File: src/rtl/bcrf_pkg.sv
// ----------------------------------------------------------------------------
// bcrf_pkg: shared types and constants of the bisection cubic root finder
// Holds the field widths, the microcode word and its program, the status
// codes and the small fixed-point helpers used by the core.
// ----------------------------------------------------------------------------
package bcrf_pkg;

    localparam int IN_W      = 28;
    localparam int TOL_W     = 25;
    localparam int ITER_W    = 7;
    localparam int STAT_W    = 2;
    localparam int S_TDATA_W = 56;
    localparam int M_TDATA_W = 40;

    // Horner intermediate, saturated to +-2^35, needs 37 signed bits.
    localparam int T_W      = 37;
    localparam longint T_LIMIT = 64'sd34359738368;
    // The intermediate is multiplied in two segments on one shared multiplier.
    localparam int SEG_LO_W = 18;
    localparam int SEG_HI_W = T_W - SEG_LO_W;
    localparam int PROD_W   = SEG_HI_W + IN_W;
    localparam int ACC_W    = 66;

    localparam logic [TOL_W-1:0] TOL_RESET = 25'd17;

    localparam logic [STAT_W-1:0] ST_CONVERGED = 2'd0;
    localparam logic [STAT_W-1:0] ST_EXACT     = 2'd1;
    localparam logic [STAT_W-1:0] ST_NO_CHANGE = 2'd2;
    localparam logic [STAT_W-1:0] ST_CAP       = 2'd3;

    localparam int UPC_W = 5;
    localparam logic [UPC_W-1:0] UA_START    = 5'd0;
    localparam logic [UPC_W-1:0] UA_EVAL_MID = 5'd18;

    typedef enum logic [3:0] {
        OP_NONE,
        OP_TINIT,   // t = sat(x - 2)
        OP_MLO,     // prod = t[low segment] * x
        OP_MHI,     // acc = prod; prod = t[high segment] * x
        OP_ADD,     // acc = acc + (prod << low segment width)
        OP_TNEXT,   // t = sat(floor(acc) - 4)
        OP_SIGN,    // sign of floor(acc) + 4 into the selected flag
        OP_DECIDE,  // narrow the interval or stop
        OP_CHECK    // new midpoint, convergence and cap tests
    } op_t;

    typedef enum logic [1:0] {
        PT_LO,
        PT_HI,
        PT_MID
    } pt_t;

    typedef struct packed {
        op_t              op;
        pt_t              pt;
        logic             jump;
        logic [UPC_W-1:0] target;
    } uword_t;

    typedef struct packed {
        logic neg;
        logic zero;
    } sgn_t;

    function automatic uword_t uw(input op_t op, input pt_t pt, input logic jump,
                                  input logic [UPC_W-1:0] target);
        uword_t w;
        w.op     = op;
        w.pt     = pt;
        w.jump   = jump;
        w.target = target;
        return w;
    endfunction

    // Program: evaluate f at low, at high, then loop on the midpoint.
    function automatic uword_t ucode_rom(input logic [UPC_W-1:0] addr);
        uword_t w;
        case (addr)
            5'd0:  w = uw(OP_TINIT,  PT_LO,  1'b0, UA_START);
            5'd1:  w = uw(OP_MLO,    PT_LO,  1'b0, UA_START);
            5'd2:  w = uw(OP_MHI,    PT_LO,  1'b0, UA_START);
            5'd3:  w = uw(OP_ADD,    PT_LO,  1'b0, UA_START);
            5'd4:  w = uw(OP_TNEXT,  PT_LO,  1'b0, UA_START);
            5'd5:  w = uw(OP_MLO,    PT_LO,  1'b0, UA_START);
            5'd6:  w = uw(OP_MHI,    PT_LO,  1'b0, UA_START);
            5'd7:  w = uw(OP_ADD,    PT_LO,  1'b0, UA_START);
            5'd8:  w = uw(OP_SIGN,   PT_LO,  1'b0, UA_START);
            5'd9:  w = uw(OP_TINIT,  PT_HI,  1'b0, UA_START);
            5'd10: w = uw(OP_MLO,    PT_HI,  1'b0, UA_START);
            5'd11: w = uw(OP_MHI,    PT_HI,  1'b0, UA_START);
            5'd12: w = uw(OP_ADD,    PT_HI,  1'b0, UA_START);
            5'd13: w = uw(OP_TNEXT,  PT_HI,  1'b0, UA_START);
            5'd14: w = uw(OP_MLO,    PT_HI,  1'b0, UA_START);
            5'd15: w = uw(OP_MHI,    PT_HI,  1'b0, UA_START);
            5'd16: w = uw(OP_ADD,    PT_HI,  1'b0, UA_START);
            5'd17: w = uw(OP_SIGN,   PT_HI,  1'b0, UA_START);
            5'd18: w = uw(OP_TINIT,  PT_MID, 1'b0, UA_START);
            5'd19: w = uw(OP_MLO,    PT_MID, 1'b0, UA_START);
            5'd20: w = uw(OP_MHI,    PT_MID, 1'b0, UA_START);
            5'd21: w = uw(OP_ADD,    PT_MID, 1'b0, UA_START);
            5'd22: w = uw(OP_TNEXT,  PT_MID, 1'b0, UA_START);
            5'd23: w = uw(OP_MLO,    PT_MID, 1'b0, UA_START);
            5'd24: w = uw(OP_MHI,    PT_MID, 1'b0, UA_START);
            5'd25: w = uw(OP_ADD,    PT_MID, 1'b0, UA_START);
            5'd26: w = uw(OP_SIGN,   PT_MID, 1'b0, UA_START);
            5'd27: w = uw(OP_DECIDE, PT_MID, 1'b0, UA_START);
            5'd28: w = uw(OP_CHECK,  PT_MID, 1'b1, UA_EVAL_MID);
            default: w = uw(OP_NONE, PT_LO,  1'b1, UA_START);
        endcase
        return w;
    endfunction

    // floor((a + b) / 2)
    function automatic logic signed [IN_W-1:0] midpoint(input logic signed [IN_W-1:0] a,
                                                       input logic signed [IN_W-1:0] b);
        logic signed [IN_W:0] s;
        s = (IN_W+1)'(a) + (IN_W+1)'(b);
        return s[IN_W:1];
    endfunction

    // True when both signs are nonzero and differ.
    function automatic logic opposite(input sgn_t a, input sgn_t b);
        return !a.zero && !b.zero && (a.neg != b.neg);
    endfunction

endpackage

File: src/rtl/bisection_cubic_root_finder_core.sv
// ----------------------------------------------------------------------------
// bisection_cubic_root_finder_core: bisection search for a root of
// f(x) = x^3 - 2x^2 - 4x + 4 in signed fixed point
// One item on the slave side gives an interval; one item on the master side
// returns the final midpoint, the step count and a status.
// ----------------------------------------------------------------------------
// One input item is processed at a time. Each evaluation of f runs as nine
// microcode steps on a single shared 19x28 multiplier. An item first evaluates
// f at both interval ends once; each bisection step then evaluates f at the
// midpoint and updates the interval, and the core returns to idle after the
// last step. There are at most MAX_ITERS bisection steps per item. A new item
// is taken while the previous result still waits in the output register; the
// core only stalls at the end of a search if that register is still full. The
// tolerance register is written with cfg_we and cfg_wdata; the user must write
// it only while the core is idle, the core itself does not enforce this.
module bisection_cubic_root_finder_core #(
    parameter int MAX_ITERS = 48,
    parameter int FRAC_BITS = 24
) (
    input  logic                              aclk,
    input  logic                              aresetn,
    input  logic                              cfg_we,
    input  logic [bcrf_pkg::TOL_W-1:0]        cfg_wdata,   // tolerance
    input  logic                              s_tvalid,
    output logic                              s_tready,
    input  logic [bcrf_pkg::S_TDATA_W-1:0]    s_tdata,     // interval_low, interval_high
    output logic                              m_tvalid,
    input  logic                              m_tready,
    output logic [bcrf_pkg::M_TDATA_W-1:0]    m_tdata      // root, iterations, status, pad
);
    import bcrf_pkg::*;

    localparam int P_W = ACC_W - FRAC_BITS + 1;
    localparam logic signed [P_W-1:0] TWO_P   = P_W'(2) << FRAC_BITS;
    localparam logic signed [P_W-1:0] FOUR_P  = P_W'(4) << FRAC_BITS;
    localparam logic signed [P_W-1:0] T_LIM_P = P_W'(T_LIMIT);

    typedef enum logic [1:0] {
        S_IDLE = 2'b01,
        S_RUN  = 2'b10
    } state_t;

    state_t state_reg, state_next;

    logic signed [IN_W-1:0]   lo_reg, hi_reg, mid_reg, x_reg;
    logic signed [T_W-1:0]    t_reg;
    logic signed [PROD_W-1:0] prod_reg;
    logic signed [ACC_W-1:0]  acc_reg;
    sgn_t                     sl_reg, sh_reg, sm_reg;
    logic [ITER_W-1:0]        n_reg;
    logic [TOL_W-1:0]         tol_reg;
    logic                     m_valid_reg;
    logic [M_TDATA_W-1:0]     m_data_reg;

    uword_t                   ctrl;
    logic                     accept, run, adv, finish;
    logic signed [IN_W-1:0]   x_src, mid_new;
    logic signed [P_W-1:0]    acc_sh, sat_in, t_sat, sign_v;
    logic signed [SEG_HI_W-1:0] seg;
    logic signed [PROD_W-1:0] mul;
    logic signed [IN_W:0]     diff;
    logic [IN_W:0]            width;
    logic                     conv, cap, take_hi, take_lo;
    sgn_t                     sgn_new;
    logic [STAT_W-1:0]        res_status;
    logic signed [IN_W-1:0]   res_root;
    logic [ITER_W-1:0]        res_iter;

    assign s_tready = (state_reg == S_IDLE);
    assign accept   = s_tvalid && s_tready;
    assign run      = (state_reg == S_RUN);
    assign m_tvalid = m_valid_reg;
    assign m_tdata  = m_data_reg;

    bcrf_useq u_useq (
        .aclk    (aclk),
        .aresetn (aresetn),
        .start   (accept),
        .step    (run && adv),
        .ctrl    (ctrl)
    );

    // Shared fixed-point datapath
    always_comb begin
        case (ctrl.pt)
            PT_LO:   x_src = lo_reg;
            PT_HI:   x_src = hi_reg;
            default: x_src = mid_reg;
        endcase

        acc_sh = P_W'(acc_reg >>> FRAC_BITS);
        if (ctrl.op == OP_TINIT) begin
            sat_in = P_W'(x_src) - TWO_P;
        end else begin
            sat_in = acc_sh - FOUR_P;
        end
        if (sat_in > T_LIM_P) begin
            t_sat = T_LIM_P;
        end else if (sat_in < -T_LIM_P) begin
            t_sat = -T_LIM_P;
        end else begin
            t_sat = sat_in;
        end

        sign_v       = acc_sh + FOUR_P;
        sgn_new.neg  = sign_v < 0;
        sgn_new.zero = sign_v == 0;

        // The low segment is unsigned, so it enters the multiplier with a zero on top.
        if (ctrl.op == OP_MLO) begin
            seg = $signed({1'b0, t_reg[SEG_LO_W-1:0]});
        end else begin
            seg = t_reg[T_W-1:SEG_LO_W];
        end
        mul = seg * x_reg;
    end

    // Interval update and end-of-search tests
    always_comb begin
        take_hi = opposite(sm_reg, sl_reg);
        take_lo = !take_hi && opposite(sm_reg, sh_reg);
        mid_new = midpoint(lo_reg, hi_reg);
        diff    = (IN_W+1)'(hi_reg) - (IN_W+1)'(lo_reg);
        width   = diff[IN_W] ? unsigned'(-diff) : unsigned'(diff);
        conv    = width < (IN_W+1)'(tol_reg);
        cap     = n_reg >= ITER_W'(MAX_ITERS);

        finish     = 1'b0;
        res_status = ST_CAP;
        res_root   = mid_reg;
        res_iter   = n_reg;
        case (ctrl.op)
            OP_DECIDE: begin
                finish     = !take_hi && !take_lo;
                res_status = sm_reg.zero ? ST_EXACT : ST_NO_CHANGE;
                res_iter   = n_reg + ITER_W'(1);
            end
            OP_CHECK: begin
                finish     = conv || cap;
                res_status = conv ? ST_CONVERGED : ST_CAP;
                res_root   = mid_new;
            end
            default: begin
                finish = 1'b0;
            end
        endcase
        adv = !(finish && m_valid_reg && !m_tready);
    end

    always_comb begin
        state_next = state_reg;
        case (state_reg)
            S_IDLE:  if (accept) state_next = S_RUN;
            S_RUN:   if (finish && adv) state_next = S_IDLE;
            default: state_next = S_IDLE;
        endcase
    end

    always_ff @(posedge aclk) begin
        if (!aresetn) begin
            state_reg   <= S_IDLE;
            m_valid_reg <= 1'b0;
            tol_reg     <= TOL_RESET;
            lo_reg      <= '0;
            hi_reg      <= '0;
            n_reg       <= '0;
        end else begin
            state_reg <= state_next;
            if (cfg_we) begin
                tol_reg <= cfg_wdata;
            end
            if (run && finish && adv) begin
                m_valid_reg <= 1'b1;
            end else if (m_tready) begin
                m_valid_reg <= 1'b0;
            end
            if (accept) begin
                lo_reg <= s_tdata[IN_W-1:0];
                hi_reg <= s_tdata[2*IN_W-1:IN_W];
                n_reg  <= '0;
            end else if (run && adv && ctrl.op == OP_DECIDE) begin
                n_reg <= n_reg + ITER_W'(1);
                if (take_hi) begin
                    hi_reg <= mid_reg;
                end else if (take_lo) begin
                    lo_reg <= mid_reg;
                end
            end
        end
    end

    // Payload registers
    always_ff @(posedge aclk) begin
        if (accept) begin
            mid_reg <= midpoint(s_tdata[IN_W-1:0], s_tdata[2*IN_W-1:IN_W]);
        end else if (run && adv) begin
            if (finish) begin
                m_data_reg <= {{(M_TDATA_W-IN_W-ITER_W-STAT_W){1'b0}},
                               res_status, res_iter, res_root};
            end
            case (ctrl.op)
                OP_TINIT: begin
                    x_reg <= x_src;
                    t_reg <= t_sat[T_W-1:0];
                end
                OP_MLO: begin
                    prod_reg <= mul;
                end
                OP_MHI: begin
                    acc_reg  <= ACC_W'(prod_reg);
                    prod_reg <= mul;
                end
                OP_ADD: begin
                    acc_reg <= acc_reg + (ACC_W'(prod_reg) <<< SEG_LO_W);
                end
                OP_TNEXT: begin
                    t_reg <= t_sat[T_W-1:0];
                end
                OP_SIGN: begin
                    case (ctrl.pt)
                        PT_LO:   sl_reg <= sgn_new;
                        PT_HI:   sh_reg <= sgn_new;
                        default: sm_reg <= sgn_new;
                    endcase
                end
                OP_DECIDE: begin
                    // The moved end takes over the midpoint's sign, so f is not re-evaluated there.
                    if (take_hi) begin
                        sh_reg <= sm_reg;
                    end else if (take_lo) begin
                        sl_reg <= sm_reg;
                    end
                end
                OP_CHECK: begin
                    mid_reg <= mid_new;
                end
                default: begin
                    acc_reg <= acc_reg;
                end
            endcase
        end
    end

endmodule

File: src/rtl/bcrf_useq.sv
// ----------------------------------------------------------------------------
// bcrf_useq: microcode sequencer
// Step counter over the program table; advances or jumps on each enabled
// cycle and restarts at the first step when a new item begins.
// ----------------------------------------------------------------------------
module bcrf_useq (
    input  logic            aclk,
    input  logic            aresetn,
    input  logic            start,
    input  logic            step,
    output bcrf_pkg::uword_t ctrl
);
    import bcrf_pkg::*;

    logic [UPC_W-1:0] upc_reg;
    logic [UPC_W-1:0] upc_next;

    assign ctrl = ucode_rom(upc_reg);

    always_comb begin
        upc_next = upc_reg;
        if (start) begin
            upc_next = UA_START;
        end else if (step) begin
            upc_next = ctrl.jump ? ctrl.target : upc_reg + UPC_W'(1);
        end
    end

    always_ff @(posedge aclk) begin
        if (!aresetn) begin
            upc_reg <= UA_START;
        end else begin
            upc_reg <= upc_next;
        end
    end

endmodule

File: config.mk
export PLATFORM = sky130hd
export DESIGN_NAME = bisection_cubic_root_finder_core
export DESIGN_NICKNAME = d
export VERILOG_FILES = /design/src/rtl/bcrf_pkg.sv /design/src/rtl/bisection_cubic_root_finder_core.sv /design/src/rtl/bcrf_useq.sv
export SDC_FILE = /design/constraint.sdc
export NUM_CORES = 2
export LEC_CHECK = 0
export ABC_AREA = 1
export BUFFER_PORTS_ARGS = -buffer_cell sky130_fd_sc_hd__buf_2
export CAP_MARGIN = 20
export CORE_MARGIN = 2
export CORE_UTILIZATION = 59
export DETAILED_ROUTE_END_ITERATION = 12
export PLACE_DENSITY = 0.76
export SYNTH_ARGS = -nofsm -noshare
export SYNTH_HDL_FRONTEND = slang
export SYNTH_HIERARCHICAL = 1
export SYNTH_SLANG_ARGS = --single-unit
File: constraint.sdc
create_clock -name aclk -period 10.8 [get_ports aclk]
set_input_delay 2.16 -clock aclk [delete_from_list [all_inputs] [get_ports aclk]]
set_output_delay 2.16 -clock aclk [all_outputs]
set_load 0.05 [all_outputs]
---- Word level (Yosys, flattened, before mapping) ----
Memories as Yosys holds them, arrays and structs flattened. A register that Yosys moved wholly into a read port is not among the register bits.
Cells that the tools add are included.
word-level totals
  output and inout port bits .............. 42
  input port bits ......................... 86
  memories kept ........................... 1
  logic and storage cells ................. 144
  ROM bits ................................ 288
  register bits ........................... 345
operators by class
  eq/ne operators ......................... 21
  reductions and logical operators ........ 47
  add/sub/neg operators ................... 10
  muxes and demuxes ....................... 36
  bitwise gates (word level) .............. 3
  multiply operators ...................... 1
  magnitude comparators ................... 5
memories
  name              words  bits a word  rd ports  clocked after memory_dff  write ports  line            RTL
  (name not given)  32     9            1         1                         0            bcrf_pkg.sv:78  case (addr)
operators by type and width
  kind                      count
  $mux W28                  10
  $pmux W66 S2              1
  $add A66 B65 Y66          1
  $add A28 B28 Y29          2
  $pmux W28 S2              1
  $mul A19 B28 Y47          1
  $add A42 B28 Y43 const B  1
  $gt A43 B37 Y1 const B    1
  $logic_not A43 Y1         1
  $lt A43 B1 Y1 const B     1
  $lt A43 B36 Y1 const B    1
  $mux W43                  1
  $sub A42 B28 Y43 const B  1
  $mux W37                  1
  $lt A29 B25 Y1            1
  $mux W29                  1
  $neg A29 Y29              1
  $sub A28 B27 Y29 const B  1
  $sub A28 B28 Y29          1
  $mux W19                  1
  $mux W2                   9
  $reduce_and A3 Y1         6
  $eq A4 B3 Y1 const B      4
  $pmux W2 S2               4
  other kinds (26)          70

---- Longest topological paths before layout ----
  word-level depth ........................ 15
  mapped depth ............................ 51
  depth with buffers taken out ............ 49

---- Modules after synthesis ----
Netlist, hierarchy kept.
by module, submodules not included
  module                            seq. area each (um2)  area each (um2)  times used  cells each
  bisection_cubic_root_finder_core  8758.4                41722.5          1           5368
  bcrf_useq                         240.2                 867.1            1           125

---- Worst setup path after synthesis ----
OpenSTA, ideal clock, no wires.
  path type ............................... flip-flop to flip-flop
  from .................................... register u_useq/ctrl[4] (netlist name)
  to ...................................... register prod_reg[44], data pin
  data required time ...................... 10.534 ns
  slack ................................... 3.105 ns
  clock period less this slack ............ 7.695 ns
  arrival time ............................ 7.429 ns
  library setup time ...................... 0.266 ns
  stages on the path, launching flop included .. 36
  path buffers ............................ 3
  cells stage by stage .................... dfxtp_1 -> buf_4 -> nor2_1 -> nand2_1 -> nor2_1 -> inv_1 -> clkbuf_1 -> o21ai_0 -> inv_1 -> clkbuf_1 -> nand2_1 -> fa_1 -> fa_1 -> inv_1 -> fa_1 -> inv_1 -> fa_1 -> fa_1 -> inv_1 -> fa_1 -> inv_1 -> fa_1 -> inv_1 -> ha_1 -> nand2_1 -> nor2_1 -> nand2_1 -> o21ai_0 -> a21oi_1 -> o21a_1 -> o31ai_1 -> nand3_1 -> nand3_1 -> nand3_1 -> o2111ai_1 -> xor2_1
RTL lines
  what                    line                                     RTL
  end signal: assignment  bisection_cubic_root_finder_core.sv:207  prod_reg <= mul;
  end signal: assignment  bisection_cubic_root_finder_core.sv:211  prod_reg <= mul;
  end: declaration        bisection_cubic_root_finder_core.sv:47   logic signed [PROD_W-1:0] prod_reg;

---- Final worst setup path ----
  from .................................... register u_useq/ctrl[10] (netlist name)
  to ...................................... register prod_reg[44], data pin
between the ends
  word-level cells in the longest chain between the ends .. 3
RTL lines
  what               line                                     RTL
  $eq A4 B2 Y1       bisection_cubic_root_finder_core.sv:110  if (ctrl.op == OP_MLO) begin
  $mux W19           bisection_cubic_root_finder_core.sv:110
  $mul A19 B28 Y47   bisection_cubic_root_finder_core.sv:115  mul = seg * x_reg;
  named net mul[44]  bisection_cubic_root_finder_core.sv:60   logic signed [PROD_W-1:0] mul;
The timed path passes the listed nets, and every way through them passes these cells.
A chain may end at the register's enable or synchronous reset.

==> results.md <==
- The run finished with clean final reports.
- The total negative setup slack is 0 ps.
- Along the worst hold path, the cell count comes to 2.
- The first global-routing pass estimated 207 mm of wire.
- After the flow finishes, the layout carries non-filler instances totaling 6493.
- Input and output buffers added on the ports amount to 124.
- The total power is 7.24 mW.
- The portion of the clock cycle consumed by the worst path in the final layout is 0.838.
- After layout, the minimum clock period comes to 9050 ps.
- The total count of hold-check failures in the final report was 0.
- Once the clock tree was built, the resizer swapped 0 gates to a different size.
- The capture point of the worst reg-to-reg path is prod_reg[44].
- In this run the register-to-register setup slack is 1750 ps.
- The minimum setup slack in the final design is 1750 ps.
- The maximum fanout along the worst path is 19.
- The H-tree was split into 2 levels.
- The placed instance area is 43900 um2.
- The clock sink count is 334.
- The number of cells on the worst reg-to-reg path is 33.
- The number of setup buffers added after CTS is 0.
- The worst slew margin relative to its limit is 0.244.
- The net count of the finished layout is 6422.
- STA classifies the critical path endpoint as a flip-flop.
- After detailed routing, the number of remaining DRC violations is 0.
- The post-layout utilization of the core is 0.634.
- The CTS tree is built.
- The most common cell type on the critical path is fa_1.
- Fill cells in the final layout number 6280.
- The hold-fix buffer count after cts is 0.
- In this run the most critical hold path is launched from tol_reg[21].
- Setup repair after global routing left no endpoint under its margin.
- For this block, the initial DRC count from the detailed router was 3777.
- The worst setup path is of the flip-flop to flip-flop kind.
- The clock arrives with 27.2 ps of skew.
- The delay of the slowest critical-path stage is 670 ps.
- The horizontal extent of the die is 273 um.
- The finished cells cover 45300 um2.
- The placer congestion estimate is 1.06.
- OpenSTA, run right after detailed placement, puts the worst setup slack at 1840 ps.
- Dividing the detail-routed wire length by the instance count gives 20.6 um.
- After clock tree synthesis, the clock-pin slew on the worst setup and hold paths is 60 ps.
- The final HPWL from detailed placement is 107 mm.
- In this run the worst hold path is classified as flip-flop to flip-flop.
- The average instance in the mapped netlist occupies 7.75 um2.
- The final count of pins violating max slew is 0.
- The cell sitting at the root of the clock tree is a clkbuf_16.
- The flip-flop count of the largest register, all copies and words added is 48.
- The global-route usage over all layers is 0.364.
- The synthesis warning total is 6.
- For the pin with the worst max-slew slack, the measured transition is 1130 ps.
- The path with the worst hold slack has its endpoint at tol_reg[21].
- The number of maximum-capacitance constraint violations is 0.
- Static timing analysis puts the maximum clock frequency at 110 MHz.
- The final-layout worst hold slack is 462 ps.
- The summed instance area of the synthesized netlist is 42600 um2.
- Dividing the detail-routed via count by the number of cells gives 5.71.
- The placed cell count is 6415.
- Across the VDD grid, the largest voltage drop is 0.000217 V.
- 128 I/O pins were placed.
- The post-detailed-routing wire length is 134 mm.
- In this run the static leakage power is 22.0 nW.
- For this design, the slowest cell found on the critical path is clkinv_1.
- The worst setup path is launched from a flip-flop.
- The later pin in the worst-skew pair is clocked with a latency of 590 ps.
- The number of antenna violations at the first check in global routing is 2.
- The detail route stage leaves a number of antenna-violating nets equal to 0.
- The number of buffers on the longest clock path is 3.
- The required time at the worst-slack endpoint is 11120 ps.
- In this run the critical register-to-register path is launched from u_useq/ctrl[10].
- The pin count of the biggest net entering global routing is 105.
- Of the cells placed in the final design, the portion with a size suffix greater than 1 is 0.0655.
- The total number of placement rows is 98.
- After floorplanning, the core was sized to cover 71500 um2.
- The number of detailed-routing iterations run before antenna repair is 8.
- Data arrives at the worst endpoint at 9370 ps.
- In this run the vertical extent of the chip is 273 um.
- The initial utilization of the core area, before any placement, comes to 0.595.
- Setup violations remaining at the end of the flow were counted as 0.
- The die area is 74300 um2.
- The number of global-route vias before repair is 36400.
- The area growth from synthesis to layout is 6.50%.
- The routed layout has 37100 vias.
- The total power density per cell area is 160 nW/um2.
- The number of buffers added by the clock tree synthesis step is 41.
- The total overflow reported by the global router is 0.
- The cell count after synthesis came out at 5488.
==> where the power goes <==
part	internal [mW]	total [mW]	switching (mW)
logic	1.51	4.24	2.73
registers	1.56	1.59	0.0339
clock network	0.817	1.40	0.583
total	3.89	7.24	3.35
==> cells in the final DEF, fill, tap and decap left out, types with 13 or more instances in the layout <==
| cell type | n |
|---|---|
| or2_2 | 53 |
| nor2_1 | 490 |
| xor2_1 | 106 |
| a31oi_1 | 32 |
| o21ai_0 | 225 |
| nand3_1 | 297 |
| clkbuf_16 | 42 |
| edfxtp_1 | 231 |
| nor2_2 | 13 |
| buf_2 | 124 |
| fa_1 | 526 |
| nand4_1 | 38 |
| inv_1 | 1000 |
| o21a_1 | 24 |
| clkinv_1 | 16 |
| inv_2 | 17 |
| nor3_1 | 35 |
| nand2_2 | 18 |
| xnor2_1 | 39 |
| a21oi_1 | 317 |
| ha_1 | 298 |
| nand2_1 | 1274 |
| buf_4 | 34 |
| dfxtp_1 | 103 |
==> worst max-delay path, delay by kind of cell (launching register included) <==
family | cells | cell delay (ps)
AO/OA/AOI/OAI | 5 | 1180
AND/OR/NAND/NOR | 11 | 1910
adder cells (fa/ha/maj) | 8 | 3800
XOR/XNOR | 1 | 90
buffers and inverters | 8 | 1450
flip-flops | 1 | 340
==> area by class of cell <==
class | count | area [um2] | share of cell area
timing repair buffer | 162 | 956 | 0.0211
sequential | 334 | 9000 | 0.199
tap | 950 | 1190 | 0.0262
clock buffer | 49 | 1090 | 0.0240
antenna | 1 | 2.50 | 0.0000552
multi-input combinational | 3942 | 29000 | 0.639
clock inverter | 24 | 255 | 0.00563
inverter | 1031 | 3870 | 0.0855
==> layer usage <==
metal | vias to the layer above | wire [um] | global-route usage
met3 | 424 | 12000 | 0.0596
met1 | 17600 | 49700 | 0.455
li1 | 17200 | - | -
met4 | 4 | 10100 | 0.222
met2 | 1826 | 61700 | 0.595
met5 | - | 131 | 0.0116
==> how the worst max path moves through the flow <==
stage                    startpoint           end  slack [ps]
floorplan            u_useq/ctrl[4]  prod_reg[44]        3120
global placement    u_useq/ctrl[10]  prod_reg[44]        2000
detailed placement  u_useq/ctrl[10]  prod_reg[44]        1840
CTS                 u_useq/ctrl[10]  prod_reg[44]        1800
global route        u_useq/ctrl[10]  prod_reg[44]        1370
finish              u_useq/ctrl[10]  prod_reg[44]        1750
No activity file was read; power rests on OpenSTA's default activity.
